[src/sop_pkg.sv]
// shared constants and codes for the spiral order position block
// no dependencies
`default_nettype none

package sop_pkg;

  localparam int unsigned CfgW       = 11;
  localparam int unsigned CfgIdxW    = 1;
  localparam int unsigned OrdW       = 21;
  localparam int unsigned PosW       = 11;
  localparam int unsigned MaxSideDef = 1024;

  typedef enum logic [CfgIdxW-1:0] {
    RegColumns = 1'b0,
    RegRows    = 1'b1
  } reg_idx_e;

endpackage

`default_nettype wire

[src/sop_if.sv]
// request and result channel interfaces for the spiral order position block
// depends on sop_pkg
`default_nettype none

interface sop_req_if;
  logic                        valid;
  logic                        ready;
  logic [sop_pkg::OrdW-1:0]    ordinal;

  modport source (output valid, output ordinal, input ready);
  modport sink   (input valid, input ordinal, output ready);
endinterface

interface sop_rsp_if;
  logic                        valid;
  logic                        ready;
  logic                        found;
  logic [sop_pkg::PosW-1:0]    col_pos;
  logic [sop_pkg::PosW-1:0]    row_pos;

  modport source (output valid, output found, output col_pos, output row_pos, input ready);
  modport sink   (input valid, input found, input col_pos, input row_pos, output ready);
endinterface

`default_nettype wire

[src/sop_cfg.sv]
// grid extent registers with saturation to the largest supported side
// depends on sop_pkg
`default_nettype none

module sop_cfg #(
  parameter int unsigned MAX_SIDE = sop_pkg::MaxSideDef,
  parameter int unsigned SideW    = $clog2(MAX_SIDE + 1)
) (
  input  wire logic                         clk_i,
  input  wire logic                         rst_ni,
  input  wire logic                         cfg_we_i,
  input  wire logic [sop_pkg::CfgIdxW-1:0]  cfg_idx_i,
  input  wire logic [sop_pkg::CfgW-1:0]     cfg_data_i,
  output      logic [SideW-1:0]             cols_o,
  output      logic [SideW-1:0]             rows_o
);

  localparam int unsigned ExtW = (SideW > sop_pkg::CfgW) ? SideW : sop_pkg::CfgW;

  logic [sop_pkg::CfgW-1:0] columns_q;
  logic [sop_pkg::CfgW-1:0] rows_q;
  logic [ExtW-1:0]          col_ext;
  logic [ExtW-1:0]          row_ext;

  always_ff @(posedge clk_i or negedge rst_ni) begin
    if (!rst_ni) begin
      columns_q <= sop_pkg::CfgW'(1);
      rows_q    <= sop_pkg::CfgW'(1);
    end else if (cfg_we_i) begin
      unique case (sop_pkg::reg_idx_e'(cfg_idx_i))
        sop_pkg::RegColumns: columns_q <= cfg_data_i;
        sop_pkg::RegRows:    rows_q    <= cfg_data_i;
        default: ;
      endcase
    end
  end

  // clamp to the largest side the datapath holds
  always_comb begin
    col_ext = ExtW'(columns_q);
    row_ext = ExtW'(rows_q);
    cols_o  = (col_ext > ExtW'(MAX_SIDE)) ? SideW'(MAX_SIDE) : SideW'(col_ext);
    rows_o  = (row_ext > ExtW'(MAX_SIDE)) ? SideW'(MAX_SIDE) : SideW'(row_ext);
  end

endmodule

`default_nettype wire

[src/sop_cmp_sub.sv]
// shared compare and subtract unit used by the check, peel and side steps of the sequencer
// no dependencies
`default_nettype none

module sop_cmp_sub #(
  parameter int unsigned W = 22
) (
  input  wire logic [W-1:0] a_i,
  input  wire logic [W-1:0] b_i,
  output      logic         lt_o,
  output      logic [W-1:0] diff_o
);

  logic [W:0] wide;

  // borrow out of a - b marks a < b
  always_comb begin
    wide   = {1'b0, a_i} - {1'b0, b_i};
    lt_o   = wide[W];
    diff_o = wide[W-1:0];
  end

endmodule

`default_nettype wire

[src/spiral_order_position.sv]
// Spiral order position: returns the 1-based column and row of the k-th cell of a spiral
// that runs down the first column, along the last row, up the last column and back along
// the first row of the configured grid. One request is worked at a time through a single
// compare-subtract unit: a step to take it, one for the cell count, one range check, one
// step per whole ring peeled plus one that finds the ring, one to four side steps and one
// to hand over the result; a miss goes from the range check to the hand over. The
// ring-peeling loop dominates the run time. A finished result waits in an output register
// while the next request is taken; the hand over holds while an earlier result still waits.
// Depends on sop_pkg, sop_if, sop_cfg, sop_cmp_sub.
`default_nettype none

module spiral_order_position #(
  parameter int unsigned MAX_SIDE = sop_pkg::MaxSideDef
) (
  input  wire logic                         clk_i,
  input  wire logic                         rst_ni,
  input  wire logic                         cfg_we_i,
  input  wire logic [sop_pkg::CfgIdxW-1:0]  cfg_idx_i,
  input  wire logic [sop_pkg::CfgW-1:0]     cfg_data_i,
  sop_req_if.sink                           ord_req_i,
  sop_rsp_if.source                         pos_rsp_o
);

  localparam int unsigned SideW = $clog2(MAX_SIDE + 1);
  localparam int unsigned RemW  = 2 * SideW;
  localparam int unsigned UW    = (RemW > sop_pkg::OrdW) ? RemW : sop_pkg::OrdW;

  typedef enum logic [2:0] {
    StIdle,
    StMul,
    StCheck,
    StPeel,
    StSide,
    StDone
  } state_e;

  state_e                    state_q, state_d;
  logic                      out_valid_q, out_valid_d;
  logic                      hit_q, hit_d;
  logic [sop_pkg::OrdW-1:0]  k_q, k_d;
  logic [RemW-1:0]           total_q, total_d;
  logic [RemW-1:0]           rem_q, rem_d;
  logic [SideW-1:0]          d_q, d_d;
  logic [SideW-1:0]          w_q, w_d;
  logic [SideW-1:0]          h_q, h_d;
  logic [1:0]                side_q, side_d;
  logic                      found_q, found_d;
  logic [sop_pkg::PosW-1:0]  col_q, col_d;
  logic [sop_pkg::PosW-1:0]  row_q, row_d;

  logic [SideW-1:0]          cols;
  logic [SideW-1:0]          rows;
  logic [UW-1:0]             op_a, op_b, diff;
  logic                      lt;
  logic [UW-1:0]             per;
  logic [UW-1:0]             side_len;
  logic [SideW-1:0]          rs;
  logic [SideW-1:0]          col_s, row_s;
  logic                      load_out;

  sop_cfg #(
    .MAX_SIDE (MAX_SIDE),
    .SideW    (SideW)
  ) u_cfg (
    .clk_i      (clk_i),
    .rst_ni     (rst_ni),
    .cfg_we_i   (cfg_we_i),
    .cfg_idx_i  (cfg_idx_i),
    .cfg_data_i (cfg_data_i),
    .cols_o     (cols),
    .rows_o     (rows)
  );

  sop_cmp_sub #(
    .W (UW)
  ) u_unit (
    .a_i    (op_a),
    .b_i    (op_b),
    .lt_o   (lt),
    .diff_o (diff)
  );

  // cells on the current ring and length of the current side
  always_comb begin
    if (w_q == SideW'(1)) begin
      per = UW'(h_q);
    end else if (h_q == SideW'(1)) begin
      per = UW'(w_q);
    end else begin
      per = ((UW'(w_q) + UW'(h_q)) << 1) - UW'(4);
    end
    case (side_q)
      2'd0:    side_len = UW'(h_q);
      2'd1:    side_len = UW'(w_q) - UW'(1);
      2'd2:    side_len = UW'(h_q) - UW'(1);
      default: side_len = UW'(h_q);
    endcase
  end

  always_comb begin
    unique case (state_q)
      StCheck: begin
        op_a = UW'(total_q);
        op_b = UW'(k_q);
      end
      StPeel: begin
        op_a = UW'(rem_q);
        op_b = per;
      end
      StSide: begin
        op_a = UW'(rem_q);
        op_b = side_len;
      end
      default: begin
        op_a = '0;
        op_b = '0;
      end
    endcase
  end

  // 1-based cell position from ring depth, side and offset on the side
  always_comb begin
    rs = rem_q[SideW-1:0];
    case (side_q)
      2'd0: begin
        col_s = d_q + SideW'(1);
        row_s = d_q + rs + SideW'(1);
      end
      2'd1: begin
        col_s = d_q + rs + SideW'(2);
        row_s = d_q + h_q;
      end
      2'd2: begin
        col_s = d_q + w_q;
        row_s = d_q + h_q - SideW'(1) - rs;
      end
      default: begin
        col_s = d_q + w_q - SideW'(1) - rs;
        row_s = d_q + SideW'(1);
      end
    endcase
  end

  assign load_out = (state_q == StDone) && (!out_valid_q || pos_rsp_o.ready);

  always_comb begin
    state_d     = state_q;
    out_valid_d = out_valid_q;
    hit_d       = hit_q;
    k_d         = k_q;
    total_d     = total_q;
    rem_d       = rem_q;
    d_d         = d_q;
    w_d         = w_q;
    h_d         = h_q;
    side_d      = side_q;
    found_d     = found_q;
    col_d       = col_q;
    row_d       = row_q;

    if (out_valid_q && pos_rsp_o.ready) begin
      out_valid_d = 1'b0;
    end

    unique case (state_q)
      StIdle: begin
        if (ord_req_i.valid) begin
          k_d     = ord_req_i.ordinal;
          state_d = StMul;
        end
      end
      StMul: begin
        total_d = RemW'(cols) * RemW'(rows);
        state_d = StCheck;
      end
      StCheck: begin
        if ((k_q == '0) || lt) begin
          hit_d   = 1'b0;
          state_d = StDone;
        end else begin
          rem_d   = RemW'(k_q - sop_pkg::OrdW'(1));
          d_d     = '0;
          w_d     = cols;
          h_d     = rows;
          state_d = StPeel;
        end
      end
      StPeel: begin
        if (lt) begin
          side_d  = 2'd0;
          state_d = StSide;
        end else begin
          rem_d = diff[RemW-1:0];
          d_d   = d_q + SideW'(1);
          w_d   = w_q - SideW'(2);
          h_d   = h_q - SideW'(2);
        end
      end
      StSide: begin
        if ((side_q == 2'd3) || lt) begin
          hit_d   = 1'b1;
          state_d = StDone;
        end else begin
          rem_d  = diff[RemW-1:0];
          side_d = side_q + 2'd1;
        end
      end
      StDone: begin
        if (load_out) begin
          out_valid_d = 1'b1;
          found_d     = hit_q;
          col_d       = hit_q ? sop_pkg::PosW'(col_s) : '0;
          row_d       = hit_q ? sop_pkg::PosW'(row_s) : '0;
          state_d     = StIdle;
        end
      end
      default: state_d = StIdle;
    endcase
  end

  always_ff @(posedge clk_i or negedge rst_ni) begin
    if (!rst_ni) begin
      state_q     <= StIdle;
      out_valid_q <= 1'b0;
    end else begin
      state_q     <= state_d;
      out_valid_q <= out_valid_d;
    end
  end

  always_ff @(posedge clk_i) begin
    hit_q   <= hit_d;
    k_q     <= k_d;
    total_q <= total_d;
    rem_q   <= rem_d;
    d_q     <= d_d;
    w_q     <= w_d;
    h_q     <= h_d;
    side_q  <= side_d;
    found_q <= found_d;
    col_q   <= col_d;
    row_q   <= row_d;
  end

  assign ord_req_i.ready   = (state_q == StIdle);
  assign pos_rsp_o.valid   = out_valid_q;
  assign pos_rsp_o.found   = found_q;
  assign pos_rsp_o.col_pos = col_q;
  assign pos_rsp_o.row_pos = row_q;

  a_miss_zero: assert property (@(posedge clk_i) disable iff (!rst_ni)
    (pos_rsp_o.valid && !pos_rsp_o.found) |-> (pos_rsp_o.col_pos == '0 && pos_rsp_o.row_pos == '0))
    else $error("miss result carries a position");

  a_hit_nonzero: assert property (@(posedge clk_i) disable iff (!rst_ni)
    (pos_rsp_o.valid && pos_rsp_o.found) |-> (pos_rsp_o.col_pos != '0 && pos_rsp_o.row_pos != '0))
    else $error("hit result has a zero coordinate");

  a_busy_after_take: assert property (@(posedge clk_i) disable iff (!rst_ni)
    (ord_req_i.valid && ord_req_i.ready) |=> !ord_req_i.ready)
    else $error("request taken while busy");

  a_depth_bound: assert property (@(posedge clk_i) disable iff (!rst_ni)
    (state_q == StPeel) |-> (d_q <= SideW'(MAX_SIDE / 2)))
    else $error("ring depth beyond half the side");

  a_no_overwrite: assert property (@(posedge clk_i) disable iff (!rst_ni)
    (out_valid_q && !pos_rsp_o.ready) |=> (out_valid_q && $stable(col_q) && $stable(row_q)))
    else $error("waiting result overwritten");

endmodule

`default_nettype wire
[src/flat_wrapper.sv]
// flat-port wrapper written by rule: the top's interface ports become plain ports
module spiral_order_position_flat 
#(
  parameter int unsigned MAX_SIDE = sop_pkg::MaxSideDef
)
  (clk_i, rst_ni, cfg_we_i, cfg_idx_i, cfg_data_i, ord_req_i_valid, ord_req_i_ordinal, ord_req_i_ready, pos_rsp_o_valid, pos_rsp_o_found, pos_rsp_o_col_pos, pos_rsp_o_row_pos, pos_rsp_o_ready);
  sop_req_if ord_req_i_i ();
  sop_rsp_if pos_rsp_o_i ();
  input  wire logic clk_i;
  input  wire logic rst_ni;
  input  wire logic cfg_we_i;
  input  wire logic [sop_pkg::CfgIdxW-1:0] cfg_idx_i;
  input  wire logic [sop_pkg::CfgW-1:0] cfg_data_i;
  input wire logic [$bits(ord_req_i_i.valid)-1:0] ord_req_i_valid;
  input wire logic [$bits(ord_req_i_i.ordinal)-1:0] ord_req_i_ordinal;
  output wire logic [$bits(ord_req_i_i.ready)-1:0] ord_req_i_ready;
  output wire logic [$bits(pos_rsp_o_i.valid)-1:0] pos_rsp_o_valid;
  output wire logic [$bits(pos_rsp_o_i.found)-1:0] pos_rsp_o_found;
  output wire logic [$bits(pos_rsp_o_i.col_pos)-1:0] pos_rsp_o_col_pos;
  output wire logic [$bits(pos_rsp_o_i.row_pos)-1:0] pos_rsp_o_row_pos;
  input wire logic [$bits(pos_rsp_o_i.ready)-1:0] pos_rsp_o_ready;
  assign ord_req_i_i.valid = ord_req_i_valid;
  assign ord_req_i_i.ordinal = ord_req_i_ordinal;
  assign ord_req_i_ready = ord_req_i_i.ready;
  assign pos_rsp_o_valid = pos_rsp_o_i.valid;
  assign pos_rsp_o_found = pos_rsp_o_i.found;
  assign pos_rsp_o_col_pos = pos_rsp_o_i.col_pos;
  assign pos_rsp_o_row_pos = pos_rsp_o_i.row_pos;
  assign pos_rsp_o_i.ready = pos_rsp_o_ready;
  spiral_order_position #(.MAX_SIDE(MAX_SIDE)) u_core (.clk_i(clk_i), .rst_ni(rst_ni), .cfg_we_i(cfg_we_i), .cfg_idx_i(cfg_idx_i), .cfg_data_i(cfg_data_i), .ord_req_i(ord_req_i_i), .pos_rsp_o(pos_rsp_o_i));
endmodule
[config.mk]
export PLATFORM = sky130hd
export DESIGN_NAME = spiral_order_position_flat
export DESIGN_NICKNAME = d
export VERILOG_FILES = /design/src/sop_pkg.sv /design/src/sop_if.sv /design/src/sop_cfg.sv /design/src/sop_cmp_sub.sv /design/src/spiral_order_position.sv /design/src/flat_wrapper.sv
export SDC_FILE = /design/constraint.sdc
export NUM_CORES = 1
export LEC_CHECK = 0
export BUFFER_PORTS_ARGS = -buffer_cell sky130_fd_sc_hd__buf_2
export CORE_ASPECT_RATIO = 0.7
export CORE_MARGIN = 1.5
export CORE_UTILIZATION = 55
export DETAILED_ROUTE_END_ITERATION = 7
export PLACE_DENSITY = 0.75
export SYNTH_ARGS = -nofsm -noshare
export SYNTH_HDL_FRONTEND = slang
export SYNTH_SLANG_ARGS = --single-unit
[constraint.sdc]
create_clock -name clk_i -period 5.7 [get_ports clk_i]
set_input_delay 0.57 -clock clk_i [delete_from_list [all_inputs] [get_ports clk_i]]
set_output_delay 0.57 -clock clk_i [all_outputs]
set_load 0.02 [all_outputs]
==> results.toml, run 1 <==
[cells_and_area]
insertedDiodeCount = 0
fillers = 2369
multi_input_area_sq_um = 11300
area_growth_pct = 14.4
drive_gt1_share_pct = 17.1
seqCellArea_sq_um = 4380
num-nets-final = 2218
postLayoutCoreUtil_pct = 64.2

[setup_path]
worstSetupEndpointType = "register"
slowest_stage = "fa_1"
r2r_slack_ps = 80
worstPathRequired_ps = 5900
crit_family = "adder cells"
cp_cell_sequence = "buf_12 > nand2b_4 > nor2_2 > fa_1 > fa_1 > inv_2 > fa_2 > fa_1 > inv_1 > fa_1 > ha_4 > a21o_1 > a21o_1 > a21o_1 > a22o_1 > a211o_1 > a31o_4 > buf_6 > xor2_2"
critPathArrivalTime_ps = 5820
crit_buf_inv = 4
critPathMaxFanout = 7
start_kind = "register"
crit_top_cell = "fa_1"
critical-path-max-stage-delay_ps = 560
path_class = "register to register"

[yosys]
muxShareOfSynthArea_pct = 1.89
synthArstFlopShare_pct = 17.3
ys_types = 87
synth_top_area_share_pct = 22.9
syn_inst = 1806
yosys.area_share.simple_pct = 17.7
seq_area_frac_synth_pct = 26.9
synth_xor_area_share_pct = 7.93
synth_area_per_cell_sq_um = 8.99
synth_top_family_by_area = "adder cells"
synth_compound_area_share_pct = 17.4
syn_area_sq_um = 16200
synth_edf_count = 124
synthAdderAreaFrac_pct = 23.0
synth_ff_type = "edfxtp_1"
netlist.top_cell.by_area = "edfxtp_1"
yosysWarningCount = 0
synth.area.top_cells = "edfxtp_1 (23%), ha_1 (12%), fa_1 (11%), nand2_1 (4.6%), xnor2_1 (4.5%)"
ys_seq_elements = 150
syn_nets = 2091

[timing]
fin_skew_ps = 13.7
finalHoldViolations = 0
drv_slew = 0
relSlewSlack_pct = 17.8
timing.fmax_ghz = 0.178
fin_crit_ps = 5620
rsz0062_at_grt = "yes"
worstMarginPinSlew_ps = 1230
setup_viol = 0
post-route-period-util_pct = 98.6

[global_route]
track_usage_pct = 34.0
grt_pass1_vias = 13572
grt_pass1_wl_mm = 78.7
grt_antenna_before_repair = 0
grt-ovfl-total = 0
grt_max_degree = 44

[clocking]
cts_inserted_buffers = 17
clkSinkCount = 150
holdBufCountCts = 0
clock_latency_ps = 460
cts_max_level = 4
clk_path_buf_depth = 2
cts_root_buf = "clkbuf_16"
clk_pin_slew_ps = 60
cts_tree = "yes"

[min_path]
hold_class = "primary input to async pin"

[route]
drt_wl_total_mm = 51.2
firstDrtPassIters = 8
drt-initial-drc-count = 1940
drtAntennaViolNets = 0
vias = 14557
drc = 0
via_per_inst = 6.26
routedWlPerCell_um = 22.0

[floorplanning]
ios = 63
die_x_um = 208
std_cell_rows = 52
initial_core_util_pct = 56.1
fp.dieArea_sq_um = 30600
core_sq_um = 29000
die_h_um = 147

[placement]
hpwl_mm = 40.3
port_buffers = 62
gp_congestion = 1.01

[run]
maxCapViolations = 0

[status]
outcome = "finished, final reports clean"
-- final cells by class --
| type | instances | share of cell area (%) |
|---|---|---|
| Clock buffer | 22 | 2.63 |
| Clock inverter | 10 | 0.418 |
| Timing Repair Buffer | 179 | 6.92 |
| Sequential cell | 150 | 23.6 |
| Tap cell | 378 | 2.55 |
| Multi-Input combinational cell | 1438 | 60.9 |
| Inverter | 147 | 2.97 |
-- per-stage QoR --
step | setup slack (ps) | hold slack (ps) | std cells | instance area [sq um] | setup TNS [ps]
after floorplan | -121 | 274 | 1806 | 16200 | -121
after global placement | 27.7 | 490 | 2276 | 17500 | 0
after detailed placement | -38.2 | 501 | 2276 | 17500 | -38.2
after CTS | 0.272 | 176 | 2309 | 18200 | 0
after global routing | -61.7 | 211 | 2324 | 18600 | -956
final | 81.8 | 174 | 2324 | 18600 | 0
-- cells by family after synthesis --
logic type,count (synthesis)
adders and majority gates,247
AOI/OAI and AO/OA,416
xor gates and xnor gates,147
muxes,28
DFF,150
buffers and inverters,218
and+or+nand+nor,600
-- state kept, by name (all words and copies together) (netlist names), 2 cells and up --
name and flops:
u_core.h_q 11, u_core.pos_rsp_o.row_pos 11, u_core.total_q 22, u_core.d_q 11, u_core.u_cfg.col_ext 11, u_core.pos_rsp_o.col_pos 11, u_core.w_q 11, u_core.k_q 21
u_core.rem_q 22, u_core.state_q 3, u_core.side_q 2, u_core.u_cfg.row_ext 11
-- what timing repair did --
item,4_1_cts,5_1_grt
endpoints found under the setup margin,3,68
resized for setup,7,72
gates cloned,0,1
buffers inserted,1,14
pin swaps,4,32
-- per-layer routing --
metal / vias up / track usage (%) / part of all wire (%)
met5: - / 0 / 0
met4: 0 / 6.24 / 1.1
met3: 55 / 14.9 / 15
met2: 852 / 44.0 / 38
met1: 6982 / 51.8 / 45
li1: 6668 / - / -
-- worst paths after layout --
path                                     startpoint                  endpoint  cells past startpoint
setup / recovery           u_core.u_cfg.col_ext[10]        u_core.total_q[19]                     19
hold / removal                               rst_ni   u_core.u_cfg.col_ext[7]                      1
setup reg to reg           u_core.u_cfg.col_ext[10]        u_core.total_q[19]                     19
hold reg to reg             u_core.u_cfg.row_ext[9]   u_core.u_cfg.row_ext[9]                      1
max in group asynchronous                    rst_ni  u_core.u_cfg.col_ext[10]                      1
min in group clk_i             ord_req_i_ordinal[2]             u_core.k_q[2]                      1
-- Yosys cell counts (7+ instances only) --
library cell    n
nor2_1        160
a211oi_1       22
fa_1           87
nor3b_1         8
nand2b_1       37
a21o_1         24
xor2_1         64
nand4_1         8
o211ai_1       11
and3_1         14
inv_1         146
nor2b_1        34
dfrtp_1        24
xnor2_1        83
a31o_2         10
nand3_1        27
and2_1         26
o21ai_0        98
edfxtp_1      124
or3_1           7
a21oi_1       100
ha_1          160
nand2_1       200
a221oi_1       26
o21a_1          8
a31oi_1        11
clkbuf_1       64
a22o_1         16
nor3_1         41
a22oi_1         7
o22ai_1         8
mux2_2         22
-- cells in the final DEF, fill, tap and decap left out, drive strengths merged, types with 9 or more instances in the layout --
cell type and n:
mux2 22, xor2 64, dfrtp 24, and2 26, a31o 10, nand3 27, nor3 43, nand4 10
inv 156, xnor2 83, nor2b 34, o211ai 11, fa 87, and3 14, a22o 16, nor4 9
o21ai 103, a211oi 29, a221oi 27, a21o 24, nor2 160, buf 178, clkbuf 23, ha 160
nand2 200, nand2b 37, a31oi 12, a21oi 101, edfxtp 124, nor3b 9
Power of run 1 is left out: the tool's default activity adds up to more than one toggle a clock period on the data nets, which glitch-free logic cannot reach.
==> inputs of run 2 (changes only) <==
SETUP_SLACK_MARGIN = 0.3   (was not set)
==> run 2 against run 1 <==
Effect of this change: register-to-register slack better by 100 ps; die area stayed put; utilization is 1.1 points higher; critical path depth stayed put; highest routed layer unchanged.
==> results.toml, run 2 (synthesis gave the netlist of run 1 again) <==
[floorplanning]
die_x_um = 208
ios = 63
fp.dieArea_sq_um = 30600
initial_core_util_pct = 56.1
std_cell_rows = 52
die_h_um = 147
core_sq_um = 29000

[cells_and_area]
drive_gt1_share_pct = 19.0
num-nets-final = 2234
largest_registers = "u_core.rem_q: 22 flops, u_core.total_q: 22 flops, u_core.k_q: 21 flops"
mostFrequentLayoutCells = "nand2_1 (191), ha_1 (152), nor2_1 (150), inv_1 (141), edfxtp_1 (124)"
area_growth_pct = 16.4
final_common_cell = "nand2_1"
insertedDiodeCount = 0

[setup_path]
critPathArrivalTime_ps = 5730
path_class = "register to register"
critical-path-max-stage-delay_ps = 590
worstSetupEndpointType = "register"
cp_cell_sequence = "buf_6 > nor2b_4 > buf_4 > nand2_1 > fa_1 > fa_1 > fa_2 > inv_1 > fa_2 > fa_2 > ha_2 > a21o_1 > a21o_1 > a21o_1 > a22o_1 > a211o_1 > a31o_4 > a31oi_4 > xnor2_1"
critPathMaxFanout = 5
slowest_stage = "fa_2"
crit_start = "u_core.u_cfg.col_ext[10]"
reg2reg_from = "u_core.u_cfg.col_ext[10]"
start_kind = "register"
worstPathRequired_ps = 5910

[min_path]
hold_class = "primary input to async pin"

[route]
drc = 0
drt_wl_total_mm = 52.7
firstDrtPassIters = 6
via_per_inst = 6.35
drtAntennaViolNets = 0
vias = 14861
routedWlPerCell_um = 22.5
drt-initial-drc-count = 2187

[timing]
fin_skew_ps = 14.2
finalHoldViolations = 0
rsz0062_at_grt = "yes"
worstMarginPinSlew_ps = 1100
relSlewSlack_pct = 26.3
setup_viol = 0
drv_slew = 0
hold_ws_ps = 164
post-route-period-util_pct = 96.8
timing.fmax_ghz = 0.181
fin_crit_ps = 5520

[clocking]
cts_tree = "yes"
clk_pin_slew_ps = 70
cts_inserted_buffers = 17
clock_latency_ps = 470
holdBufCountCts = 0
clkSinkCount = 150
cts_root_buf = "clkbuf_16"
clk_path_buf_depth = 2
cts_max_level = 4

[global_route]
grt_util_met1_pct = 52.4
track_usage_pct = 34.8
grt_use_met3_pct = 13.1
grt_busiest_layer = "met1"
grt_use_met2_pct = 46.4
grt_antenna_before_repair = 1
grt_max_degree = 39
grt_pass1_vias = 14046
grt-ovfl-total = 0
grt_pass1_wl_mm = 80.9

[placement]
gp_congestion = 1.01
hpwl_mm = 40.1
port_buffers = 62

[status]
outcome = "finished, final reports clean"

[run]
maxCapViolations = 0
-- run 2: changes by cell type in the layout (fill, tap and decap cells not counted), sizes merged --
cell	previous run	this run
buf	178	193
clkbuf	23	20
bufinv	0	3
clkinvlp	0	5
inv	156	149
clkinv	1	4
-- run 2: path summary, 6_finish.rpt --
check	to	slack, ps	cells after the start
setup / recovery	u_core.total_q[21]	180	19
min in group clk_i	u_core.k_q[5]	270	1
setup reg to reg	u_core.total_q[21]	180	19
hold reg to reg	u_core.u_cfg.row_ext[3]	510	1
max in group asynchronous	u_core.u_cfg.col_ext[10]	5010	1
hold / removal	u_core.state_q[2]	160	1
-- run 2: layer usage --
layer / share of wire, % / vias up
met3: 15 / 89
met4: 1.8 / 0
li1: - / 6699
met1: 44 / 7121
met2: 40 / 952
met5: 0 / -
-- run 2: critical path, delay by kind of cell, from the launching register on --
| family | cells | cell delay [ps] |
|---|---|---|
| AND/OR/NAND/NOR | 2 | 260 |
| AO/OA/AOI/OAI | 7 | 1340 |
| adder cells (fa/ha/maj) | 6 | 2700 |
| buffers and inverters | 3 | 390 |
| flip-flops | 1 | 470 |
| XOR/XNOR | 1 | 80 |
-- run 2: stage by stage --
| stage | instance area, sq um | util (%) | setup slack (ps) | instances | TNS (ps) |
|---|---|---|---|---|---|
| final | 18900 | 65.3 | 184 | 2340 | 0 |
| after global routing | 18900 | 65.3 | 17.1 | 2340 | 0 |
| after CTS | 18500 | 63.9 | 214 | 2320 | 0 |
| after detailed placement | 17500 | 60.4 | -111 | 2266 | -146 |
| after global placement | 17500 | 60.4 | 0.366 | 2266 | 0 |
| after floorplan | 16300 | - | 181 | 1806 | 0 |
-- run 2: cell type report --
type / count / area [sq um]
fill: 2355 / 10000
tap: 378 / 473
timing repair buffer: 195 / 1420
clock inverter: 14 / 175
clock buffer: 18 / 429
sequential: 150 / 4380
inverter: 147 / 552
multi-input combinational: 1438 / 11500
-- run 2: repair_timing --
| action | 4_1_cts | 5_1_grt |
|---|---|---|
| endpoints found under the hold margin | 0 | 0 |
| buffers inserted | 21 | 17 |
| resized for setup | 70 | 51 |
| setup endpoints to repair | 38 | 74 |
| cloned | 1 | 3 |
| pin swaps | 33 | 43 |
Power of run 2 is left out for the same reason.
